[src/rtl/trte_pkg.sv]
// Package for the trace record timestamp encoder.
// Types, field widths, register codes and constants shared by all rtl files.
// No dependencies.
package trte_pkg;

  localparam int unsigned KIND_W   = 5;
  localparam int unsigned ID_W     = 20;
  localparam int unsigned WORD_W   = 64;
  localparam int unsigned CLASS_W  = 8;
  localparam int unsigned DELTA_W  = 31;
  localparam int unsigned SHIFT_W  = 6;
  localparam int unsigned COUNT_W  = 16;
  localparam int unsigned CFG_IDX_W  = 8;
  localparam int unsigned CFG_DATA_W = 16;

  // stream payload widths
  localparam int unsigned S_TDATA_W = 216;  // 212 bits of fields, padded to bytes
  localparam int unsigned M_TDATA_W = 128;

  localparam logic [WORD_W-1:0]  DELTA_LIMIT = 64'h0000_0000_7FFF_FFFF;
  localparam logic [COUNT_W-1:0] COUNT_MAX   = 16'hFFFF;

  localparam logic [SHIFT_W-1:0] TIME_SHIFT_RESET     = 6'd4;
  localparam logic [COUNT_W-1:0] EPOCH_INTERVAL_RESET = 16'd1024;

  // configuration register indexes
  typedef enum logic [CFG_IDX_W-1:0] {
    CFG_TIME_SHIFT     = 8'd0,
    CFG_EPOCH_INTERVAL = 8'd1
  } cfg_index_t;

  typedef struct packed {
    logic [KIND_W-1:0] kind;
    logic [ID_W-1:0]   id;
    logic [WORD_W-1:0] bytes;
    logic [WORD_W-1:0] extra;
    logic [WORD_W-1:0] now;
  } event_t;

  typedef struct packed {
    logic [WORD_W-1:0] word_lo;
    logic [WORD_W-1:0] word_hi;
    logic              last;
  } record_t;

  // status from the record builder to the control
  typedef struct packed {
    logic              need_epoch;
    logic [WORD_W-1:0] anchor_time;
  } pack_ctl_t;

endpackage

[src/rtl/trte_size_class.sv]
// Size class of a payload length: ceil(log2(len)), 0 for 0, 1 for 1 and 2.
// Uses trte_pkg.
module trte_size_class (
  input  logic [trte_pkg::WORD_W-1:0]  len,
  output logic [trte_pkg::CLASS_W-1:0] len_class
);
  import trte_pkg::*;

  logic [WORD_W-1:0] len_m1;
  logic [6:0]        msb_idx;

  assign len_m1 = len - WORD_W'(1);

  // leading-one position of len-1
  always_comb begin
    msb_idx = 7'd0;
    for (int i = 0; i < WORD_W; i++) begin
      if (len_m1[i]) msb_idx = 7'(i);
    end
  end

  always_comb begin
    priority if (len == '0) begin
      len_class = '0;
    end else if (len == WORD_W'(1)) begin
      len_class = CLASS_W'(1);
    end else begin
      len_class = CLASS_W'(msb_idx) + CLASS_W'(1);
    end
  end

endmodule

[src/rtl/trte_record_pack.sv]
// Record builder: delta timestamp, epoch decision and record packing.
// Uses trte_pkg and trte_size_class.
module trte_record_pack (
  input  trte_pkg::event_t                 ev,
  input  logic                             epoch_done,
  input  logic [trte_pkg::WORD_W-1:0]      epoch_time,
  input  logic [trte_pkg::COUNT_W-1:0]     count,
  input  logic [trte_pkg::SHIFT_W-1:0]     time_shift,
  input  logic [trte_pkg::COUNT_W-1:0]     epoch_interval,
  output trte_pkg::pack_ctl_t              ctl,
  output trte_pkg::record_t                epoch_rec,
  output trte_pkg::record_t                event_rec
);
  import trte_pkg::*;

  logic [WORD_W-1:0]  delta;
  logic [DELTA_W-1:0] delta_field;
  logic [CLASS_W-1:0] len_class;

  trte_size_class u_class (
    .len       (ev.bytes),
    .len_class (len_class)
  );

  assign delta = (ev.now - epoch_time) >> time_shift;

  // once the anchor for this event went out, the event carries delta 0
  assign ctl.need_epoch  = !epoch_done &&
                           ((epoch_time == '0) || (delta > DELTA_LIMIT) ||
                            (count >= epoch_interval));
  assign ctl.anchor_time = ev.now;

  assign delta_field = epoch_done ? '0 : delta[DELTA_W-1:0];

  assign epoch_rec.word_lo = '0;
  assign epoch_rec.word_hi = ev.now;
  assign epoch_rec.last    = 1'b0;

  assign event_rec.word_lo = {delta_field, len_class, ev.kind, ev.id};
  assign event_rec.word_hi = ev.extra;
  assign event_rec.last    = 1'b1;

endmodule

[src/rtl/trace_record_timestamp_encoder.sv]
// Trace record timestamp encoder: one input register, one result register.
// An event record passes through the input register and then the result register,
// after the epoch record when one goes out first. Throughput: one event per cycle
// while the output is not stalled; an event that emits an epoch record takes a
// second pass (the held event goes into the result register again). Reset (rst,
// synchronous, active high) empties both registers, clears the epoch and record
// count and loads time_shift = 4, epoch_interval = 1024.
module trace_record_timestamp_encoder (
  input  logic                                 clk,
  input  logic                                 rst,
  // input events
  input  logic                                 s_tvalid,
  output logic                                 s_tready,
  // fields from bit 0: event_id[19:0], payload_len[83:20],
  // extra_word[147:84], now_time[211:148], zero pad[215:212]
  input  logic [trte_pkg::S_TDATA_W-1:0]       s_tdata,
  // fields from bit 0: event_kind[4:0]
  input  logic [trte_pkg::KIND_W-1:0]          s_tuser,
  // output records
  output logic                                 m_tvalid,
  input  logic                                 m_tready,
  // fields from bit 0: word_lo[63:0], word_hi[127:64]
  output logic [trte_pkg::M_TDATA_W-1:0]       m_tdata,
  output logic                                 m_tlast,   // last_record
  // configuration writes
  input  logic                                 cfg_valid,
  output logic                                 cfg_ready,
  input  logic [trte_pkg::CFG_IDX_W-1:0]       cfg_index,
  input  logic [trte_pkg::CFG_DATA_W-1:0]      cfg_data
);
  import trte_pkg::*;

  // input register
  logic   a_valid;
  event_t a_ev;
  logic   epoch_done;   // epoch record for the held event already sent

  // block state
  logic [WORD_W-1:0]  epoch_time;
  logic [COUNT_W-1:0] records_since_epoch;
  logic [SHIFT_W-1:0] time_shift;
  logic [COUNT_W-1:0] epoch_interval;

  // result register
  logic    out_valid;
  record_t out_rec;

  pack_ctl_t ctl;
  record_t   epoch_rec;
  record_t   event_rec;

  logic out_can_load;
  logic fire;
  logic a_consume;
  logic s_accept;
  logic cfg_accept;

  trte_record_pack u_pack (
    .ev             (a_ev),
    .epoch_done     (epoch_done),
    .epoch_time     (epoch_time),
    .count          (records_since_epoch),
    .time_shift     (time_shift),
    .epoch_interval (epoch_interval),
    .ctl            (ctl),
    .epoch_rec      (epoch_rec),
    .event_rec      (event_rec)
  );

  // A result moves into the result register whenever it is empty or draining.
  // An epoch transaction keeps the event in the input register for one more pass.
  assign out_can_load = !out_valid || m_tready;
  assign fire         = a_valid && out_can_load;
  assign a_consume    = fire && !ctl.need_epoch;
  assign s_tready     = !a_valid || a_consume;
  assign s_accept     = s_tvalid && s_tready;

  assign cfg_ready  = 1'b1;
  assign cfg_accept = cfg_valid && cfg_ready;

  // control and state
  always_ff @(posedge clk) begin
    if (rst) begin
      a_valid             <= 1'b0;
      epoch_done          <= 1'b0;
      out_valid           <= 1'b0;
      epoch_time          <= '0;
      records_since_epoch <= '0;
      time_shift          <= TIME_SHIFT_RESET;
      epoch_interval      <= EPOCH_INTERVAL_RESET;
    end else begin
      if (cfg_accept) begin
        unique case (cfg_index)
          CFG_TIME_SHIFT:     time_shift     <= cfg_data[SHIFT_W-1:0];
          CFG_EPOCH_INTERVAL: epoch_interval <= cfg_data[COUNT_W-1:0];
          default: ;
        endcase
      end

      if (s_accept) begin
        a_valid    <= 1'b1;
        epoch_done <= 1'b0;
      end else if (a_consume) begin
        a_valid <= 1'b0;
      end else if (fire) begin
        epoch_done <= 1'b1;  // epoch sent, event follows next pass
      end

      if (fire) begin
        if (ctl.need_epoch) begin
          epoch_time          <= ctl.anchor_time;
          records_since_epoch <= '0;
        end else if (records_since_epoch != COUNT_MAX) begin
          records_since_epoch <= records_since_epoch + COUNT_W'(1);
        end
      end

      if (fire) begin
        out_valid <= 1'b1;
      end else if (m_tready) begin
        out_valid <= 1'b0;
      end
    end
  end

  // payload registers
  always_ff @(posedge clk) begin
    if (s_accept) begin
      a_ev.kind  <= s_tuser;
      a_ev.id    <= s_tdata[19:0];
      a_ev.bytes <= s_tdata[83:20];
      a_ev.extra <= s_tdata[147:84];
      a_ev.now   <= s_tdata[211:148];
    end
    if (fire) begin
      out_rec <= ctl.need_epoch ? epoch_rec : event_rec;
    end
  end

  assign m_tvalid = out_valid;
  assign m_tdata  = {out_rec.word_hi, out_rec.word_lo};
  assign m_tlast  = out_rec.last;

endmodule

[config.mk]
export PLATFORM = sky130hd
export DESIGN_NAME = trace_record_timestamp_encoder
export DESIGN_NICKNAME = d
export VERILOG_FILES = /design/src/rtl/trte_pkg.sv /design/src/rtl/trte_size_class.sv /design/src/rtl/trte_record_pack.sv /design/src/rtl/trace_record_timestamp_encoder.sv
export SDC_FILE = /design/constraint.sdc
export NUM_CORES = 1
export LEC_CHECK = 0
export ABC_AREA = 1
export ABC_CLOCK_PERIOD_IN_PS = 12300
export BUFFER_PORTS_ARGS = -buffer_cell sky130_fd_sc_hd__buf_4
export CORE_MARGIN = 5
export CORE_UTILIZATION = 58
export DETAILED_ROUTE_END_ITERATION = 6
export GPL_TIMING_DRIVEN = 0
export PLACE_DENSITY = 0.81
export SLEW_MARGIN = 40
export SYNTH_ARGS = -nofsm -noshare
export SYNTH_HDL_FRONTEND = slang
export SYNTH_SLANG_ARGS = --single-unit
[constraint.sdc]
create_clock -name clk -period 12.3 [get_ports clk]
set_input_delay 2.46 -clock clk [delete_from_list [all_inputs] [get_ports clk]]
set_output_delay 2.46 -clock clk [all_outputs]
set_load 0.05 [all_outputs]
==> results_dict.tcl, run 1 <==
set metrics [dict create \
    outcome "finished clean" \
    placed_cells 4209 \
    final-setup-viol-count 0 \
    io_buffers 375 \
    p_switching_mw 1.41 \
    slew_viol_final 0 \
    switching_share_pct 32.4 \
    required_ps 9840 \
    worst-path-max-fanout 10 \
    synth-async-reset-ratio_pct 0 \
    track_usage_pct 31.0 \
    fmax_mhz 114 \
    wl_per_cell_um 18.3 \
    cpMaxStageDelayCell "o21ai_0" \
    drt-pass1-iter-count 5 \
    cts_setup_buffers 0 \
    r2r_slack_ps 5260 \
    yosys.cell_types.count 68 \
    worst_hold_slack_ps 458 \
    cts.sinks 450 \
    r2r_end "a_ev[188]" \
    total_power_mw 4.37 \
    std_cell_rows 78 \
    yosys-top-cells-area "edfxtp_1 (39%), nand2_1 (12%), dfxtp_1 (8.0%), inv_1 (5.2%), nor2_1 (4.0%)" \
    drive_gt1_share_pct 15.8 \
    grt_pass1_vias 23491 \
    hold_viol 0 \
    via_per_inst 5.58 \
    crit_type "reg -> out" \
    syn_nets 3564 \
    clockBufferDepth 3 \
    crit_top_cell "nand2_1" \
    powerDensity_mw_per_mm2 138 \
    end_kind "output pin" \
    fin_worst_skew_ps 43.3 \
    yosysSeqAreaShare_pct 47.3 \
    core-area_mm2 0.0452 \
    post-route-drc-count 0 \
    max_cap_violations 0 \
    synth_area_mm2 0.0263 \
    yosysTopAreaCellShare_pct 39.3 \
    place.gp.congestion 0.992 \
    cp_slowest_stage_delay_ps 610 \
    r2r_cells 45 \
    antenna_found_initial 0 \
    synth_edf_count 345 \
    p_int_mw 2.96 \
    grt_setup_unrepaired "no" \
    layout_commonest_cell "nand2_1" \
    hold_end "epoch_interval[11]" \
    nFillCells 3693 \
    seqPwrFrac_pct 41.4 \
    worst_pin_slew_ps 903 \
    die_area_mm2 0.0498 \
    startpoint_type "register" \
    die-height_um 223 \
    finalNetCount 3991 \
    ys.flop_type "edfxtp_1" \
    yosys_warnings 0 \
    postRouteAntennaNets 0 \
    insertion_delay_ps 610 \
    dr.first_iter.drc_count 2133 \
    synth_area_per_cell_um2 8.16 \
    p_leak_nw 13.4 \
    clock-root-buffer "clkbuf_16" \
    yosysTopAreaCell "edfxtp_1" \
    period_minus_slack_ps 8790 \
    synth_seq_cells 450 \
    arrival_ps 6330 \
    period_share_pct 71.5 \
    r2r_start "a_ev[0]" \
    top_level_ports 382 \
    final_cell_mix "nand2_1 (845), buf_4 (388), inv_1 (365), edfxtp_1 (345), nor2_1 (283)" \
    vdd_ir_drop_max_mv 0.146 \
    synthCells 3230 \
    clkPwrFrac_pct 33.4 \
    min_from "epoch_interval[11]" \
    stdcell_count 4295 \
    hp-class "reg -> reg" \
    cts_tree "done" \
    area_growth_pct 20.0 \
    pwr-share-comb_pct 25.3 \
    gr-total-overflow 0 \
    hold_depth 2 \
    maxSlewHeadroom_pct 39.6 \
    grt_pass1_wl_um 124000 \
    finalWirelength_um 78700 \
    die_w_um 223 \
    cts.htree.levels 2 \
    hpwl_um 61300 \
    grt_max_degree 89 \
    cts_resized 0 \
    cts_buffers 46 \
    cts.clk_slew.worst_paths_ps 60 \
    start_util_pct 58.3 \
    cts_hold_buf 0 \
    num_vias 23987 \
]
-- cells by family (layout without fill, tap and decap cells) --
family	after synthesis	after routing	share of synthesized area (%)
compound gates	566	566	12.5
flops	450	450	47.3
other cells	2	3	0.0285
xor+xnor	125	125	4.16
buf+inv	501	965	7.69
fa+ha+maj	84	84	4.02
mux	15	15	0.570
simple gates	1487	1487	23.7
-- cell usage after synthesis (all sizes together), types with 11 or more instances --
cell type  count
nand2        855
inv          374
edfxtp       345
nor2         284
o21ai        263
nand3        217
a21oi        180
dfxtp        105
xor2          92
ha            83
buf           69
clkbuf        54
nor3          42
nand4         36
nor4          34
xnor2         33
a31oi         27
a211oi        26
o21a          19
mux2i         15
o211ai        12
or2           11
-- stage by stage --
step | setup TNS [ps] | util (%) | area (um2) | setup slack (ps)
final | 0 | 70.0 | 31600 | 3510
after global routing | 0 | 70.0 | 31600 | 3050
after CTS | 0 | 70.0 | 31600 | 3670
after detailed placement | 0 | 66.5 | 30000 | 4360
after global placement | -87370 | 66.2 | 29900 | -435
after floorplan | 0 | - | 26300 | 2470
-- power by group through the flow --
stage	Combinational, mW	Sequential, mW	Clock (mW)
after CTS	1.08	1.81	1.48
after global routing	1.22	1.82	1.54
final	1.10	1.81	1.46
after floorplan	0.636	1.94	0
after detailed placement	1.08	1.84	0
after global placement	1.06	1.86	0
-- sequential cells by signal, summed over array words and instances, names as in the netlist --
signal	count
a_ev	217
epoch_interval	16
records_since_epoch	16
epoch_time	64
m_tvalid	1
a_valid	1
m_tdata	127
m_tlast	1
time_shift	6
epoch_done	1
-- critical path, delay by kind of cell, from the launching register on --
kind / cells / cell delay [ps]
AO/OA/AOI/OAI: 4 / 1060
XOR/XNOR: 1 / 210
adder cells (fa/ha/maj): 2 / 540
buffers and inverters: 6 / 790
flip-flops: 1 / 390
AND/OR/NAND/NOR: 30 / 2700
-- how the worst max path moves through the flow --
stage	from	endpoint	slack, ps	depth (start not counted)
floorplan	m_tready	a_ev[0]	2470	8
global placement	m_tready	a_ev[125]	-440	9
detailed placement	a_ev[0]	s_tready	4360	41
CTS	a_ev[0]	s_tready	3670	41
global route	a_ev[0]	s_tready	3050	43
finish	a_ev[0]	s_tready	3510	43
-- layer usage --
| metal | global-route usage (%) | share of wire [%] |
|---|---|---|
| met1 | 41.8 | 42 |
| met3 | 5.54 | 8.1 |
| met4 | 9.78 | 3.3 |
| met5 | 0 | 0 |
| met2 | 51.4 | 46 |
-- area by class of cell --
type / count / area (um2) / area share, %
multi-input cells: 2279 / 11900 / 37.5
inverters: 377 / 1430 / 4.52
clock buffers: 55 / 1200 / 3.81
repair buffers: 379 / 2930 / 9.25
flip-flops and latches: 450 / 12500 / 39.4
clock inverters: 30 / 372 / 1.18
diodes: 1 / 2.50 / 0.00792
well taps: 600 / 751 / 2.37
plain buffers: 124 / 612 / 1.94
No activity file was read; power rests on OpenSTA's default activity.
==> run 2, diff against run 1 <==
- ABC_CLOCK_PERIOD_IN_PS: 12300 -> 7650
- CORE_UTILIZATION: 58 -> 53
- PLACE_DENSITY: 0.81 -> 0.78
- clock period: 12.3 -> 7.65 ns (I/O delays scaled with it)
==> run 2 against run 1 <==
- first-iteration DRC count increased by 7.8%
- clock skew decreased by 17 ps
- setup slack got worse by 3300 ps
- register-to-register slack got worse by 4800 ps
==> results_dict.tcl, run 2 (synthesis gave the netlist of run 1 again) <==
set metrics [dict create \
    finalNetCount 4012 \
    slew_viol_final 0 \
    largest-register "a_ev" \
    arrival_ps 5890 \
    hp-class "reg -> reg" \
    cp_slowest_stage_delay_ps 490 \
    required_ps 6120 \
    stdcell_count 4383 \
    dr.first_iter.drc_count 2300 \
    gr-total-overflow 0 \
    min_from "epoch_interval[3]" \
    clockBufferDepth 3 \
    final_cell_mix "nand2_1 (831), buf_4 (400), inv_1 (363), edfxtp_1 (345), nor2_1 (281)" \
    worst-path-max-fanout 5 \
    crit_type "reg -> out" \
    powerDensity_mw_per_mm2 221 \
    start_util_pct 53.7 \
    max_cap_violations 0 \
    die-height_um 233 \
    startpoint_type "register" \
    cts.clk_slew.worst_paths_ps 60 \
    drt-pass1-iter-count 7 \
    grt_pass1_wl_um 123000 \
    std_cell_rows 81 \
    worst_pin_slew_ps 848 \
    r2r_cells 51 \
    end_kind "output pin" \
    hold_depth 2 \
    antenna_found_initial 1 \
    clock-root-buffer "clkbuf_16" \
    cts_hold_buf 0 \
    fmax_mhz 135 \
    die_w_um 233 \
    cts_buffers 48 \
    track_usage_pct 28.7 \
    nFillCells 4235 \
    place.gp.congestion 1.00 \
    pre_cts_ws_ps 159 \
    period_minus_slack_ps 7420 \
    fin_worst_skew_ps 26.7 \
    multi_input_area_mm2 0.0121 \
    largest_reg_flops 217 \
    vdd_ir_drop_max_mv 0.225 \
    post-route-drc-count 0 \
    cts.sinks 450 \
    cts.htree.levels 2 \
    grt_max_degree 72 \
    wl_per_cell_um 18.1 \
    hold_viol 0 \
    maxSlewHeadroom_pct 43.0 \
    crit_top_cell "nand2_1" \
    drive_gt1_share_pct 17.6 \
    total_power_mw 7.12 \
    period_share_pct 97.0 \
    die_area_mm2 0.0543 \
    top_level_ports 382 \
    io_buffers 375 \
    fin_ws_ps 233 \
    p_leak_nw 13.6 \
    placed_cells 4279 \
    postRouteAntennaNets 0 \
    via_per_inst 5.44 \
    num_vias 23845 \
    outcome "finished clean" \
    grt_pass1_vias 22662 \
    cpMaxStageDelayCell "edfxtp_1" \
    cts_tree "done" \
    area_growth_pct 22.2 \
    insertion_delay_ps 600 \
    hpwl_um 62500 \
    final-setup-viol-count 0 \
    r2r_start "a_ev[0]" \
    finalWirelength_um 79500 \
    core-area_mm2 0.0491 \
    startpoint "a_ev[0]" \
    seq_area_mm2 0.0125 \
    layout_commonest_cell "nand2_1" \
]
==> run 2: layer usage <==
| layer | global-route usage, % | up-vias | share of wire [%] |
|---|---|---|---|
| met3 | 4.30 | 131 | 7.9 |
| met2 | 46.2 | 895 | 46 |
| met4 | 7.99 | 0 | 2.8 |
| met5 | 0 | - | 0 |
| met1 | 40.7 | 11083 | 44 |
| li1 | - | 11736 | - |
==> run 2: cell type report <==
class / instances / share of cell area (%)
Clock buffer: 65 / 4.16
Sequential cell: 450 / 38.7
Clock inverter: 25 / 0.758
Multi-Input combinational cell: 2279 / 37.6
Buffer: 124 / 1.93
Antenna cell: 1 / 0.00777
Tap cell: 664 / 2.58
Timing Repair Buffer: 398 / 9.83
Inverter: 377 / 4.45
==> run 2: worst paths after layout <==
path / slack, ps / end
min: 470 / epoch_interval[3]
max reg2reg: 490 / a_ev[87]
min reg2reg: 470 / epoch_interval[3]
max: 230 / s_tready
==> run 2: what timing repair did <==
item                                    4_1_cts  5_1_grt
endpoints found under the setup margin        1       51
buffers inserted                              0       13
cloned                                        0        0
gates resized for setup                       7       57
pin swaps                                     0       27
hold endpoints to repair                      0        0
==> run 2: per-stage QoR <==
stage / setup TNS, ps / hold WS (ps) / utilization, % / cell area, um2
3_5_place_dp: 0 / 457 / 61.7 / 30300
3_3_place_gp: -649240 / 451 / 61.2 / 30000
5_1_grt: -65.5 / 496 / 65.6 / 32200
2_1_floorplan: -47710 / 433 / - / 26400
6_report: 0 / 470 / 65.6 / 32200
4_1_cts: 0 / 467 / 65.0 / 31900
==> run 2: where the power goes <==
group	internal (mW)	switching [mW]	total, mW
logic	0.630	1.25	1.88
registers	2.82	0.0881	2.91
clock network	1.37	0.962	2.33
total	4.82	2.30	7.12
==> run 2: worst max-delay path, delay by kind of cell (launching register included) <==
family | cells | cell delay (ps)
and+or+nand+nor | 30 | 2600
AOI/OAI and AO/OA | 7 | 1080
adders and majority gates | 2 | 550
buffers and inverters | 5 | 540
DFF | 1 | 490
==> run 3, diff against run 2 <==
- CORE_UTILIZATION: 53 -> 48
- PLACE_DENSITY: 0.78 -> 0.71
==> run 3 against run 2 <==
- utilization shrank 6.5 points
- clock skew is essentially flat
- sequential share of layout area grew 0.22 points
- clock power is essentially flat
- cell count grew 0.55%
- setup slack gained 180 ps
- clock-buffer cell count shrank 2
- design area shrank 0.56%
- die area grew 10%
- first-iteration DRC count shrank 28%
- register-to-register slack gained 310 ps
==> results_dict.tcl, run 3 (synthesis gave the netlist of run 1 again) <==
set metrics [dict create \
    startpoint_type "register" \
    clock-root-buffer "clkbuf_16" \
    postRouteAntennaNets 0 \
    finalNetCount 4006 \
    place.gp.congestion 1.00 \
    cts.clk_slew.worst_paths_ps 60 \
    die-height_um 244 \
    cp_slowest_stage_delay_ps 410 \
    hold_depth 2 \
    area_growth_pct 21.5 \
    cts.htree.levels 2 \
    largest-register "a_ev" \
    total_power_mw 7.00 \
    top_level_ports 382 \
    nFillCells 4900 \
    cts.sinks 450 \
    drt-pass1-iter-count 7 \
    finalWirelength_um 77700 \
    antenna_found_initial 3 \
    outcome "finished clean" \
    cp_num_buf_inv 5 \
    pwr-share-comb_pct 25.7 \
    powerDensity_mw_per_mm2 219 \
    period_minus_slack_ps 7240 \
    seqPwrFrac_pct 41.4 \
    cp.depth 44 \
    worst_pin_slew_ps 871 \
    gr-total-overflow 0 \
    crit_family "simple AND/OR/NAND/NOR gates" \
    grt_pass1_vias 22231 \
    largest_reg_flops 217 \
    fmax_mhz 138 \
    cts_tree "done" \
    arrival_ps 5710 \
    hpwl_um 61200 \
    post_dp_cell_area_mm2 0.0304 \
    clkPwrFrac_pct 32.9 \
    die_area_mm2 0.0597 \
    fin_worst_skew_ps 26.3 \
    slew_viol_final 0 \
    fin_setup_tns_ps 0 \
    insertion_delay_ps 600 \
    vdd_ir_drop_max_mv 0.199 \
    p_switching_mw 2.25 \
    io_buffers 375 \
    crit_type "reg -> out" \
    hp-class "reg -> reg" \
    period_share_pct 94.6 \
    wl_per_cell_um 17.6 \
    max_cap_violations 0 \
    cpMaxStageDelayCell "edfxtp_1" \
    final_util_pct 59.1 \
    dr.first_iter.drc_count 1662 \
    clockBufferDepth 3 \
    crit_top_cell "nand2_1" \
    start_util_pct 48.7 \
    grt_pass1_wl_um 121000 \
    die_w_um 244 \
    hold_viol 0 \
    track_usage_pct 25.3 \
    end_kind "output pin" \
    core-area_mm2 0.0541 \
    p_leak_nw 13.5 \
    switching_share_pct 32.1 \
    final-setup-viol-count 0 \
    std_cell_rows 85 \
    r2r_cells 51 \
    num_vias 23217 \
    final_cell_area_mm2 0.0320 \
    p_int_mw 4.75 \
    required_ps 6120 \
    drive_gt1_share_pct 16.4 \
    cts_buffers 49 \
    post-route-drc-count 0 \
    final_cell_mix "nand2_1 (843), buf_4 (392), inv_1 (364), edfxtp_1 (345), nor2_1 (283)" \
    layout_commonest_cell "nand2_1" \
    worst-path-max-fanout 5 \
    via_per_inst 5.27 \
    maxSlewHeadroom_pct 41.8 \
    grt_max_degree 75 \
]
## run 3: cell count changes in the layout (fill, tap and decap cells not counted), sizes merged
cell | previous run | this run
buf | 467 | 460
clkinvlp | 2 | 3
bufinv | 4 | 3
clkbuf | 119 | 117
clkinv | 21 | 22
## run 3: area by class of cell
cell class / count / area, um2 / share of cell area, %
multi-input combinational: 2279 / 11900 / 37.3
buffer: 124 / 622 / 1.94
tap: 696 / 871 / 2.72
antenna: 1 / 2.50 / 0.00782
clock inverter: 26 / 236 / 0.739
sequential: 450 / 12500 / 38.9
clock buffer: 63 / 1320 / 4.12
inverter: 377 / 1430 / 4.47
timing repair buffer: 391 / 3140 / 9.80
## run 3: routing by layer
metal  vias up  part of all wire (%)  track usage (%)
li1      11737                     -                -
met1     10617                    44             34.5
met2       736                    46             41.4
met3       125                   6.6             4.34
met4         2                   3.0             7.95
met5         -                 0.010                0
## run 3: stage by stage
| step | hold WS, ps | cells | setup WS [ps] |
|---|---|---|---|
| finish | 462 | 4407 | 410 |
| global route | 486 | 4407 | -2.18 |
| CTS | 466 | 4401 | 1.08 |
| detailed placement | 457 | 4312 | 468 |
| global placement | 448 | 4301 | -2770 |
| floorplan | 433 | 3230 | -220 |
## run 3: path summary, 6_finish.rpt
check                                       start                end  slack (ps)
worst max-delay path                      a_ev[0]           s_tready         410
worst min-delay path            epoch_interval[4]  epoch_interval[4]         460
worst max register to register            a_ev[0]          a_ev[148]         800
worst min register to register  epoch_interval[4]  epoch_interval[4]         460
## run 3: power by group through the flow
stage / registers [mW] / clock network, mW / logic [mW]
floorplan: 3.11 / 0 / 1.03
global placement: 2.97 / 0 / 1.72
detailed placement: 2.95 / 0 / 1.76
CTS: 2.90 / 2.35 / 1.77
global route: 2.92 / 2.45 / 1.99
finish: 2.90 / 2.30 / 1.80
## run 3: timing repair
action | in CTS | in global routing
setup endpoints to repair | 0 | 29
resized for setup | 0 | 16
hold buffers | 0 | 0
buffers inserted | 0 | 5
## run 3: worst min-delay path, cell delays in order (launching register included)
cell	delay, ps
dfxtp_1	300
inv_1	60
a21oi_1	60
